[config.mk]
export PLATFORM = sky130hd
export DESIGN_NAME = layer_pixel_over_blend
export DESIGN_NICKNAME = d
export VERILOG_FILES = /design/src/hw/rtl/lpob_pkg.sv /design/src/hw/rtl/lpob_div_pipe.sv /design/src/hw/rtl/layer_pixel_over_blend.sv
export VERILOG_INCLUDE_DIRS = /design/src /design/src/hw/rtl
export SDC_FILE = /design/constraint.sdc
export NUM_CORES = 2
export LEC_CHECK = 0
export ABC_AREA = 0
export BUFFER_PORTS_ARGS = -buffer_cell sky130_fd_sc_hd__buf_2
export CAP_MARGIN = 20
export CORE_MARGIN = 2
export CORE_UTILIZATION = 61
export DETAILED_ROUTE_END_ITERATION = 7
export PLACE_DENSITY = 0.77
export SYNTH_ARGS = -nofsm -noshare
export SYNTH_HDL_FRONTEND = slang
export SYNTH_SLANG_ARGS = --single-unit
[constraint.sdc]
create_clock -name clk -period 8.1 [get_ports clk]
set_clock_uncertainty 0.05 [all_clocks]
set_input_delay 0.405 -clock clk [delete_from_list [all_inputs] [get_ports clk]]
set_output_delay 0.405 -clock clk [all_outputs]
set_load 0.03 [all_outputs]
[src/hw/rtl/layer_pixel_over_blend_assert.svh]
// assertion macros shared by the layer pixel over blend rtl
// expects the including module to have clk and rst_n in scope
`ifndef LAYER_PIXEL_OVER_BLEND_ASSERT_SVH
`define LAYER_PIXEL_OVER_BLEND_ASSERT_SVH

// antecedent implies consequent in the same cycle
`define LPOB_ASSERT_IMP(lbl, ante, cons, msg) \
    lbl: assert property (@(posedge clk) disable iff (!rst_n) (ante) |-> (cons)) \
        else $error(msg);

// antecedent implies consequent in the next cycle
`define LPOB_ASSERT_NXT(lbl, ante, cons, msg) \
    lbl: assert property (@(posedge clk) disable iff (!rst_n) (ante) |=> (cons)) \
        else $error(msg);

`endif

[src/hw/rtl/lpob_pkg.sv]
// shared widths, constants, types and constant-divide helpers for the over blend
// no dependencies
package lpob_pkg;

    localparam int CH_W       = 8;
    localparam int PIX_W      = 64;
    localparam int OPAC_W     = 7;
    localparam int CFG_IDX_W  = 4;
    localparam int CFG_DATA_W = 7;
    localparam int PROD_W     = 15;
    localparam int DEN_W      = 16;
    localparam int NUM_W      = 24;
    localparam int QUO_W      = 8;
    localparam int DIV_BPS    = 2;
    localparam int DIV_STAGES = QUO_W / DIV_BPS;

    // request edge to result edge: four front stages, the divider, one output register
    localparam int PIPE_LATENCY = 5 + DIV_STAGES;

    localparam logic [CFG_IDX_W-1:0] REG_LAYER_OPACITY  = 4'd0;
    localparam logic [CFG_IDX_W-1:0] REG_BYTE_ORDER_BIG = 4'd1;

    localparam logic [OPAC_W-1:0] OPAC_FULL  = 7'd100;
    localparam logic [CH_W-1:0]   CH_MAX     = 8'd255;
    localparam logic [DEN_W-1:0]  ROUND_255  = 16'd127;

    // floor(y / 100) for y below 25600, where the quotient fits in CH_W bits
    localparam logic [PROD_W-1:0] RECIP100       = 15'd20972;
    localparam int                RECIP100_SHIFT = 21;
    // floor(x / 255) for x below 65280, where the quotient fits in CH_W bits
    localparam logic [DEN_W-1:0]  RECIP255       = 16'd32897;
    localparam int                RECIP255_SHIFT = 23;

    typedef enum logic [1:0] {
        MODE_KEEP,
        MODE_OPAQUE,
        MODE_CLEAR,
        MODE_OVER
    } lpob_mode_t;

    typedef struct packed {
        lpob_mode_t      mode;
        logic [CH_W-1:0] red;
        logic [CH_W-1:0] green;
        logic [CH_W-1:0] blue;
        logic [CH_W-1:0] alpha;
    } lpob_side_t;

    function automatic logic [CH_W-1:0] div100(input logic [PROD_W-1:0] y);
        logic [2*PROD_W-1:0] p;
        p = (2*PROD_W)'(y) * (2*PROD_W)'(RECIP100);
        return p[RECIP100_SHIFT+CH_W-1:RECIP100_SHIFT];
    endfunction

    function automatic logic [CH_W-1:0] div255(input logic [DEN_W-1:0] x);
        logic [2*DEN_W-1:0] p;
        p = (2*DEN_W)'(x) * (2*DEN_W)'(RECIP255);
        return p[RECIP255_SHIFT+CH_W-1:RECIP255_SHIFT];
    endfunction

endpackage

[src/hw/rtl/lpob_div_pipe.sv]
// pipelined restoring divider, two quotient bits per register stage
// depends on lpob_pkg; quotient must fit in QUO_W bits
module lpob_div_pipe
    import lpob_pkg::*;
(
    input  logic             clk,
    input  logic [NUM_W-1:0] num,
    input  logic [DEN_W-1:0] den,
    output logic [QUO_W-1:0] quo
);

    logic [NUM_W-1:0] rem_reg [DIV_STAGES-1];
    logic [DEN_W-1:0] den_reg [DIV_STAGES-1];
    logic [QUO_W-1:0] quo_reg [DIV_STAGES];

    for (genvar s = 0; s < DIV_STAGES; s++)
    begin : g_stage
        logic [NUM_W-1:0] rem_in;
        logic [DEN_W-1:0] den_in;
        logic [QUO_W-1:0] quo_in;
        logic [NUM_W-1:0] rem_next;
        logic [QUO_W-1:0] quo_next;

        if (s == 0)
        begin : g_head
            assign rem_in = num;
            assign den_in = den;
            assign quo_in = '0;
        end
        else
        begin : g_tail
            assign rem_in = rem_reg[s-1];
            assign den_in = den_reg[s-1];
            assign quo_in = quo_reg[s-1];
        end

        // quotient bits shift in from the right, msb first
        always_comb
        begin
            rem_next = rem_in;
            quo_next = quo_in;
            for (int k = 0; k < DIV_BPS; k++)
            begin
                if (rem_next >= (NUM_W'(den_in) << (QUO_W - 1 - s * DIV_BPS - k)))
                begin
                    rem_next = rem_next - (NUM_W'(den_in) << (QUO_W - 1 - s * DIV_BPS - k));
                    quo_next = {quo_next[QUO_W-2:0], 1'b1};
                end
                else
                begin
                    quo_next = {quo_next[QUO_W-2:0], 1'b0};
                end
            end
        end

        if (s < DIV_STAGES - 1)
        begin : g_fwd
            always_ff @(posedge clk)
            begin
                rem_reg[s] <= rem_next;
                den_reg[s] <= den_in;
            end
        end

        always_ff @(posedge clk)
        begin
            quo_reg[s] <= quo_next;
        end
    end

    assign quo = quo_reg[DIV_STAGES-1];

endmodule

[src/hw/rtl/layer_pixel_over_blend.sv]
// layer_pixel_over_blend: composites one layer pixel over one destination pixel
// depends on lpob_pkg, lpob_div_pipe and layer_pixel_over_blend_assert.svh
//
// usage
//   request channel: pixel_word and dest_* are taken at a rising edge with start
//   high and busy low. busy stays low, so a request can be issued every cycle.
//   result channel: out_* are valid for one cycle while strobe is high; the
//   receiver cannot stall, so nothing is ever held back.
//   config channel: cfg_index/cfg_data written when cfg_valid and cfg_ready are
//   high; cfg_ready is always high. index 0 is layer_opacity (percent), index 1
//   is byte_order_big. other indexes are ignored.
// pipeline and throughput
//   strobe rises once the request has passed four front stages, a four
//   stage divider taking two quotient bits per stage and one output register.
//   one pixel per cycle sustained: every stage is a plain register with a
//   valid bit and the three colour dividers are fully pipelined.
// reset
//   rst_n clears all valid bits and sets opacity 100, little-endian order.
//   requests in flight at reset are dropped.
module layer_pixel_over_blend
    import lpob_pkg::*;
(
    input  logic                  clk,
    input  logic                  rst_n,
    input  logic                  start,
    output logic                  busy,
    input  logic [PIX_W-1:0]      pixel_word,
    input  logic [CH_W-1:0]       dest_red,
    input  logic [CH_W-1:0]       dest_green,
    input  logic [CH_W-1:0]       dest_blue,
    input  logic [CH_W-1:0]       dest_alpha,
    output logic                  strobe,
    output logic [CH_W-1:0]       out_red,
    output logic [CH_W-1:0]       out_green,
    output logic [CH_W-1:0]       out_blue,
    output logic [CH_W-1:0]       out_alpha,
    input  logic                  cfg_valid,
    output logic                  cfg_ready,
    input  logic [CFG_IDX_W-1:0]  cfg_index,
    input  logic [CFG_DATA_W-1:0] cfg_data
);

    logic accept;

    // config registers
    logic [OPAC_W-1:0] opac_reg;
    logic              big_reg;

    // stage 1: picked bytes and opacity product
    logic              s1_vld_reg;
    logic [CH_W-1:0]   s1_sr_reg, s1_sg_reg, s1_sb_reg, s1_sa_reg;
    logic [CH_W-1:0]   s1_dr_reg, s1_dg_reg, s1_db_reg, s1_da_reg;
    logic [PROD_W-1:0] s1_prod_reg;
    logic              s1_scale_reg;
    logic [CH_W-1:0]   s1_sr_next, s1_sg_next, s1_sb_next, s1_sa_next;
    logic [PROD_W-1:0] s1_prod_next;

    // stage 2: scaled alpha
    logic              s2_vld_reg;
    logic [CH_W-1:0]   s2_sr_reg, s2_sg_reg, s2_sb_reg, s2_alpha_reg;
    logic [CH_W-1:0]   s2_dr_reg, s2_dg_reg, s2_db_reg, s2_da_reg;
    logic [CH_W-1:0]   s2_alpha_next;

    // stage 3: partial products, den, mode
    logic              s3_vld_reg;
    lpob_mode_t        s3_mode_reg, s3_mode_next;
    logic [DEN_W-1:0]  s3_den_reg, s3_den_next;
    logic [DEN_W-1:0]  s3_sa_r_reg, s3_sa_g_reg, s3_sa_b_reg;
    logic [DEN_W-1:0]  s3_dinv_r_reg, s3_dinv_g_reg, s3_dinv_b_reg;
    logic [CH_W-1:0]   s3_sr_reg, s3_sg_reg, s3_sb_reg, s3_alpha_reg;
    logic [CH_W-1:0]   s3_dr_reg, s3_dg_reg, s3_db_reg, s3_da_reg;
    logic [CH_W-1:0]   s3_inv;
    logic [DEN_W-1:0]  s3_src;

    // stage 4: numerators
    logic              s4_vld_reg;
    lpob_mode_t        s4_mode_reg;
    logic [DEN_W-1:0]  s4_den_reg;
    logic [NUM_W-1:0]  s4_nov_r_reg, s4_nov_g_reg, s4_nov_b_reg;
    logic [NUM_W-1:0]  s4_nov_r_next, s4_nov_g_next, s4_nov_b_next;
    logic [DEN_W-1:0]  s4_nop_r_reg, s4_nop_g_reg, s4_nop_b_reg;
    logic [DEN_W-1:0]  s4_anum_reg;
    logic [CH_W-1:0]   s4_sr_reg, s4_sg_reg, s4_sb_reg, s4_alpha_reg;
    logic [CH_W-1:0]   s4_dr_reg, s4_dg_reg, s4_db_reg, s4_da_reg;

    // side band alongside the divider
    logic              side_vld_reg [DIV_STAGES];
    lpob_side_t        side_reg [DIV_STAGES];
    lpob_side_t        side_next;

    logic [QUO_W-1:0]  quo_r, quo_g, quo_b;

    // output register
    logic              strobe_reg;
    logic [CH_W-1:0]   out_r_reg, out_g_reg, out_b_reg, out_a_reg;
    logic [CH_W-1:0]   out_r_next, out_g_next, out_b_next;

    assign busy      = 1'b0;
    assign cfg_ready = 1'b1;
    assign accept    = start && !busy;

    always_ff @(posedge clk or negedge rst_n)
    begin
        if (!rst_n)
        begin
            opac_reg <= OPAC_FULL;
            big_reg  <= 1'b0;
        end
        else if (cfg_valid && cfg_ready)
        begin
            case (cfg_index)
                REG_LAYER_OPACITY:  opac_reg <= cfg_data[OPAC_W-1:0];
                REG_BYTE_ORDER_BIG: big_reg  <= cfg_data[0];
                default:            ;
            endcase
        end
    end

    // stage 1: top byte of each 16-bit channel
    always_comb
    begin
        if (big_reg)
        begin
            s1_sr_next = pixel_word[7:0];
            s1_sg_next = pixel_word[23:16];
            s1_sb_next = pixel_word[39:32];
            s1_sa_next = pixel_word[55:48];
        end
        else
        begin
            s1_sr_next = pixel_word[63:56];
            s1_sg_next = pixel_word[47:40];
            s1_sb_next = pixel_word[31:24];
            s1_sa_next = pixel_word[15:8];
        end
        s1_prod_next = PROD_W'(s1_sa_next) * PROD_W'(opac_reg);
    end

    always_ff @(posedge clk)
    begin
        s1_sr_reg    <= s1_sr_next;
        s1_sg_reg    <= s1_sg_next;
        s1_sb_reg    <= s1_sb_next;
        s1_sa_reg    <= s1_sa_next;
        s1_prod_reg  <= s1_prod_next;
        s1_scale_reg <= opac_reg < OPAC_FULL;
        s1_dr_reg    <= dest_red;
        s1_dg_reg    <= dest_green;
        s1_db_reg    <= dest_blue;
        s1_da_reg    <= dest_alpha;
    end

    // stage 2: opacity scaling
    assign s2_alpha_next = s1_scale_reg ? div100(s1_prod_reg) : s1_sa_reg;

    always_ff @(posedge clk)
    begin
        s2_alpha_reg <= s2_alpha_next;
        s2_sr_reg    <= s1_sr_reg;
        s2_sg_reg    <= s1_sg_reg;
        s2_sb_reg    <= s1_sb_reg;
        s2_dr_reg    <= s1_dr_reg;
        s2_dg_reg    <= s1_dg_reg;
        s2_db_reg    <= s1_db_reg;
        s2_da_reg    <= s1_da_reg;
    end

    // stage 3: 8x8 products and the over denominator
    assign s3_inv      = CH_MAX - s2_alpha_reg;
    assign s3_src      = {s2_alpha_reg, 8'b0} - DEN_W'(s2_alpha_reg);
    assign s3_den_next = s3_src + DEN_W'(s2_da_reg) * DEN_W'(s3_inv);

    always_comb
    begin
        if (s2_alpha_reg == '0)
            s3_mode_next = MODE_KEEP;
        else if (s2_da_reg == CH_MAX)
            s3_mode_next = MODE_OPAQUE;
        else if (s2_da_reg == '0)
            s3_mode_next = MODE_CLEAR;
        else
            s3_mode_next = MODE_OVER;
    end

    always_ff @(posedge clk)
    begin
        s3_mode_reg   <= s3_mode_next;
        s3_den_reg    <= s3_den_next;
        s3_sa_r_reg   <= DEN_W'(s2_sr_reg) * DEN_W'(s2_alpha_reg);
        s3_sa_g_reg   <= DEN_W'(s2_sg_reg) * DEN_W'(s2_alpha_reg);
        s3_sa_b_reg   <= DEN_W'(s2_sb_reg) * DEN_W'(s2_alpha_reg);
        s3_dinv_r_reg <= DEN_W'(s2_dr_reg) * DEN_W'(s3_inv);
        s3_dinv_g_reg <= DEN_W'(s2_dg_reg) * DEN_W'(s3_inv);
        s3_dinv_b_reg <= DEN_W'(s2_db_reg) * DEN_W'(s3_inv);
        s3_sr_reg     <= s2_sr_reg;
        s3_sg_reg     <= s2_sg_reg;
        s3_sb_reg     <= s2_sb_reg;
        s3_alpha_reg  <= s2_alpha_reg;
        s3_dr_reg     <= s2_dr_reg;
        s3_dg_reg     <= s2_dg_reg;
        s3_db_reg     <= s2_db_reg;
        s3_da_reg     <= s2_da_reg;
    end

    // stage 4: over numerator s*255a + d*da*(255-a) + den/2, opaque d*(255-a) + s*a
    assign s4_nov_r_next = ({s3_sa_r_reg, 8'b0} - NUM_W'(s3_sa_r_reg))
                         + NUM_W'(s3_dinv_r_reg) * NUM_W'(s3_da_reg)
                         + NUM_W'(s3_den_reg >> 1);
    assign s4_nov_g_next = ({s3_sa_g_reg, 8'b0} - NUM_W'(s3_sa_g_reg))
                         + NUM_W'(s3_dinv_g_reg) * NUM_W'(s3_da_reg)
                         + NUM_W'(s3_den_reg >> 1);
    assign s4_nov_b_next = ({s3_sa_b_reg, 8'b0} - NUM_W'(s3_sa_b_reg))
                         + NUM_W'(s3_dinv_b_reg) * NUM_W'(s3_da_reg)
                         + NUM_W'(s3_den_reg >> 1);

    always_ff @(posedge clk)
    begin
        s4_mode_reg  <= s3_mode_reg;
        s4_den_reg   <= s3_den_reg;
        s4_nov_r_reg <= s4_nov_r_next;
        s4_nov_g_reg <= s4_nov_g_next;
        s4_nov_b_reg <= s4_nov_b_next;
        s4_nop_r_reg <= s3_dinv_r_reg + s3_sa_r_reg;
        s4_nop_g_reg <= s3_dinv_g_reg + s3_sa_g_reg;
        s4_nop_b_reg <= s3_dinv_b_reg + s3_sa_b_reg;
        s4_anum_reg  <= s3_den_reg + ROUND_255;
        s4_sr_reg    <= s3_sr_reg;
        s4_sg_reg    <= s3_sg_reg;
        s4_sb_reg    <= s3_sb_reg;
        s4_alpha_reg <= s3_alpha_reg;
        s4_dr_reg    <= s3_dr_reg;
        s4_dg_reg    <= s3_dg_reg;
        s4_db_reg    <= s3_db_reg;
        s4_da_reg    <= s3_da_reg;
    end

    lpob_div_pipe u_div_r (.clk(clk), .num(s4_nov_r_reg), .den(s4_den_reg), .quo(quo_r));
    lpob_div_pipe u_div_g (.clk(clk), .num(s4_nov_g_reg), .den(s4_den_reg), .quo(quo_g));
    lpob_div_pipe u_div_b (.clk(clk), .num(s4_nov_b_reg), .den(s4_den_reg), .quo(quo_b));

    // everything but the over colours settles here and rides along the divider
    always_comb
    begin
        side_next.mode = s4_mode_reg;
        case (s4_mode_reg)
            MODE_KEEP:
            begin
                side_next.red   = s4_dr_reg;
                side_next.green = s4_dg_reg;
                side_next.blue  = s4_db_reg;
                side_next.alpha = s4_da_reg;
            end
            MODE_OPAQUE:
            begin
                side_next.red   = div255(s4_nop_r_reg);
                side_next.green = div255(s4_nop_g_reg);
                side_next.blue  = div255(s4_nop_b_reg);
                side_next.alpha = CH_MAX;
            end
            MODE_CLEAR:
            begin
                side_next.red   = s4_sr_reg;
                side_next.green = s4_sg_reg;
                side_next.blue  = s4_sb_reg;
                side_next.alpha = s4_alpha_reg;
            end
            default:
            begin
                side_next.red   = '0;
                side_next.green = '0;
                side_next.blue  = '0;
                side_next.alpha = div255(s4_anum_reg);
            end
        endcase
    end

    always_ff @(posedge clk)
    begin
        side_reg[0] <= side_next;
        for (int k = 1; k < DIV_STAGES; k++)
        begin
            side_reg[k] <= side_reg[k-1];
        end
    end

    // valid bits of every stage
    always_ff @(posedge clk or negedge rst_n)
    begin
        if (!rst_n)
        begin
            s1_vld_reg <= 1'b0;
            s2_vld_reg <= 1'b0;
            s3_vld_reg <= 1'b0;
            s4_vld_reg <= 1'b0;
            for (int k = 0; k < DIV_STAGES; k++)
            begin
                side_vld_reg[k] <= 1'b0;
            end
            strobe_reg <= 1'b0;
        end
        else
        begin
            s1_vld_reg      <= accept;
            s2_vld_reg      <= s1_vld_reg;
            s3_vld_reg      <= s2_vld_reg;
            s4_vld_reg      <= s3_vld_reg;
            side_vld_reg[0] <= s4_vld_reg;
            for (int k = 1; k < DIV_STAGES; k++)
            begin
                side_vld_reg[k] <= side_vld_reg[k-1];
            end
            strobe_reg <= side_vld_reg[DIV_STAGES-1];
        end
    end

    always_comb
    begin
        if (side_reg[DIV_STAGES-1].mode == MODE_OVER)
        begin
            out_r_next = quo_r;
            out_g_next = quo_g;
            out_b_next = quo_b;
        end
        else
        begin
            out_r_next = side_reg[DIV_STAGES-1].red;
            out_g_next = side_reg[DIV_STAGES-1].green;
            out_b_next = side_reg[DIV_STAGES-1].blue;
        end
    end

    always_ff @(posedge clk)
    begin
        out_r_reg <= out_r_next;
        out_g_reg <= out_g_next;
        out_b_reg <= out_b_next;
        out_a_reg <= side_reg[DIV_STAGES-1].alpha;
    end

    assign strobe    = strobe_reg;
    assign out_red   = out_r_reg;
    assign out_green = out_g_reg;
    assign out_blue  = out_b_reg;
    assign out_alpha = out_a_reg;

`include "layer_pixel_over_blend_assert.svh"

    `LPOB_ASSERT_IMP(a_req_to_strobe, accept, ##PIPE_LATENCY strobe, "request lost in pipeline")
    `LPOB_ASSERT_NXT(a_zero_alpha_keeps, s2_vld_reg && s2_alpha_reg == '0,
        s3_mode_reg == MODE_KEEP, "zero alpha not routed to keep")
    `LPOB_ASSERT_NXT(a_opaque_alpha, s4_vld_reg && s4_mode_reg == MODE_OPAQUE,
        side_reg[0].alpha == CH_MAX, "opaque destination lost full alpha")
    `LPOB_ASSERT_IMP(a_over_den, s4_vld_reg && s4_mode_reg == MODE_OVER,
        s4_den_reg >= DEN_W'(CH_MAX), "over denominator below 255")

endmodule

==> flow_metrics.tcl <==
set metrics [dict create \
    hp-class "in -> async" \
    clk_path_buf_depth 3 \
    max_freq_mhz 142 \
    core_um2 141000 \
    area_growth_pct 8.92 \
    grt_first_pass_wirelength_um 348000 \
    drcViolationCount 0 \
    start_kind "flop" \
    finalCriticalPeriod_ps 7050 \
    synth_common_cells "inv_1 (1374), ha_1 (1269), dfxtp_1 (1032)" \
    dpl.hpwl_um 171000 \
    synth.most_common_cell "inv_1" \
    synthAdderAreaFrac 0.361 \
    drtPass1Iterations 8 \
    synth_simple_gate_area_frac 0.127 \
    final_area_um2 94400 \
    cp_num_buf_inv 2 \
    die_height_um 381 \
    synth.avg_cell_area_um2 9.42 \
    syn_inst 9205 \
    dieArea_um2 145000 \
    rsz0062_at_grt "no" \
    cts_tree "yes" \
    io_buffers 143 \
    drive_gt1_frac 0.0769 \
    crit_type "reg -> reg" \
    grt_overflow 0 \
    yosysSeqAreaShare 0.243 \
    drt_wl_total_um 217000 \
    largest_reg_flops 136 \
    crit_family "compound AO/OA/AOI/OAI gates" \
    crit_start "s4_den_reg[1]$_DFF_P_" \
    critPathCaptureType "flop" \
    worstPathCellList "inv_1 > ha_1 > nor2b_1 > o21ai_0 > a21oi_1 > o41ai_1 > nand4b_1 > a31oi_2 > buf_4 > mux2_2 > ha_1 > a2111oi_0 > nand2b_1 > a311oi_1 > o21ai_1 > a21o_1 > a21o_1 > or4b_1 > mux2_2" \
    numCtsBuffers 113 \
    synth_edf_count 0 \
    cts-resized-gates 0 \
    timing.slew.headroom 0.307 \
    synth-compound-area-share 0.109 \
    drv_slew 0 \
    clkTransAtPathRegs_ps 60 \
    cp.required_ps 8670 \
    synth_top_family_by_area "adder cells" \
    grt_antenna_before_repair 5 \
    dpl-instance-area_um2 89500 \
    worst_pin_slew_ps 1040 \
    rows 138 \
    gp_congestion 0.961 \
    start_util 0.614 \
    syn-cell-area_um2 86700 \
    ys_types 95 \
    synth_top_cells_by_area "dfxtp_1 (24%), ha_1 (18%), fa_1 (18%)" \
    synth_top_area_frac 0.238 \
    finalSetupViolations 0 \
    crit_fanout 28 \
    yosys_register_bits 1049 \
    routedWlPerCell_um 19.0 \
    r2r_start "s4_den_reg[1]$_DFF_P_" \
    worst_slack_ps 1050 \
    dp.cells 11098 \
    grt_usage 0.299 \
    slowest_delay_ps 850 \
    ys.flop_type "dfxtp_1" \
    die_w_um 381 \
    yosys_warnings 0 \
    cpMaxStageDelayCell "or4b_1" \
    finalSetupTns_ps 0 \
    vias 64482 \
    drtAntennaViolNets 0 \
    r2r_cells 19 \
    synthMuxAreaShare 0.0392 \
    cp.arrival_ps 7620 \
    io_pins 146 \
    nets 11577 \
    cap_viol_max_count 0 \
    status "complete, no violations" \
    clockRootBuffer "clkbuf_16" \
    final-instance-count-excl-fill 11420 \
    synth-xor-area-share 0.0526 \
    final_hold_viol_count 0 \
    grt_max_degree 50 \
    clock_sinks 1049 \
    yosysTopAreaCell "dfxtp_1" \
    vias_per_cell 5.65 \
    worstSetupPathDepth 19 \
    first_iter_violations 4565 \
    async_flop_share 0.0162 \
    cts-htree-levels 3 \
    worstSkewPairLatency_ps 760 \
    fin_crit_sh 0.870 \
    pre_cts_ws_ps 1230 \
    grt_pass1_vias 66243 \
]
## kinds of logic after synthesis
kind of cell	Yosys count
mux	305
buf+inv	1579
compound gates	1479
other cells	2
xor+xnor	521
flops	1049
simple gates	2232
fa+ha+maj	2038
## per-stage QoR
step | hold slack, ps | utilization
after CTS | 4.64 | 0.668
after floorplan | 59.4 | -
final | 74.7 | 0.668
after global routing | 91.2 | 0.668
after detailed placement | 262 | 0.633
after global placement | 260 | 0.633
## cell type report
type | count | area [um2]
multi-input cells | 6578 | 59700
fillers | 11196 | 46800
flip-flops and latches | 1049 | 21100
inverters | 1379 | 5180
clock buffers | 145 | 3120
well taps | 1890 | 2360
repair buffers | 307 | 2210
clock inverters | 69 | 768
diodes | 3 | 7.51
## placed cells by master (no fill, tap or decap), drive strengths merged, types with 44 or more instances in the layout
| cell type | netlist | final |
|---|---|---|
| a21oi | 440 | 440 |
| clkbuf | 171 | 145 |
| nor2b | 228 | 228 |
| nand2b | 69 | 69 |
| o21bai | 68 | 68 |
| nor3 | 109 | 109 |
| mux2i | 59 | 59 |
| dfxtp | 1032 | 1032 |
| fa | 769 | 769 |
| ha | 1269 | 1269 |
| mux2 | 246 | 246 |
| nor2 | 364 | 364 |
| and2 | 274 | 274 |
| dlygate4sd3 | 0 | 105 |
| a21o | 173 | 173 |
| o21ai | 329 | 329 |
| xor2 | 131 | 131 |
| a211oi | 51 | 51 |
| xnor2 | 390 | 390 |
| nand2 | 812 | 812 |
| o21a | 61 | 61 |
| nand4 | 74 | 74 |
| inv | 1376 | 1393 |
| buf | 29 | 202 |
| nand3 | 87 | 87 |
| or3 | 44 | 44 |
## timing repair
action,in CTS,in global routing
buffers inserted,0,0
endpoints found under the hold margin,89,0
hold buffers,105,0
## final timing paths
kind	slack, ps	endpoint
max	1050	u_div_r.rem_reg[0][21]$_DFF_P_
min	70	opac_reg[4]$_DFFE_PN0P_
max reg2reg	1050	u_div_r.rem_reg[0][21]$_DFF_P_
min reg2reg	250	s2_sg_reg[5]$_DFF_P_
max in group asynchronous	7610	opac_reg[2]$_DFFE_PN1P_
min in group clk	100	s1_sa_reg[7]$_DFF_P_
## routing by layer
layer	vias up	routed length, um	track usage
met5	-	11	0
met4	2	11500	0.147
met3	517	13200	0.0378
met2	2082	101000	0.499
met1	30871	91500	0.383
li1	31010	-	-
Power is not shown: default switching activity piles up to over one toggle a cycle in this logic, so the estimate is an artifact.
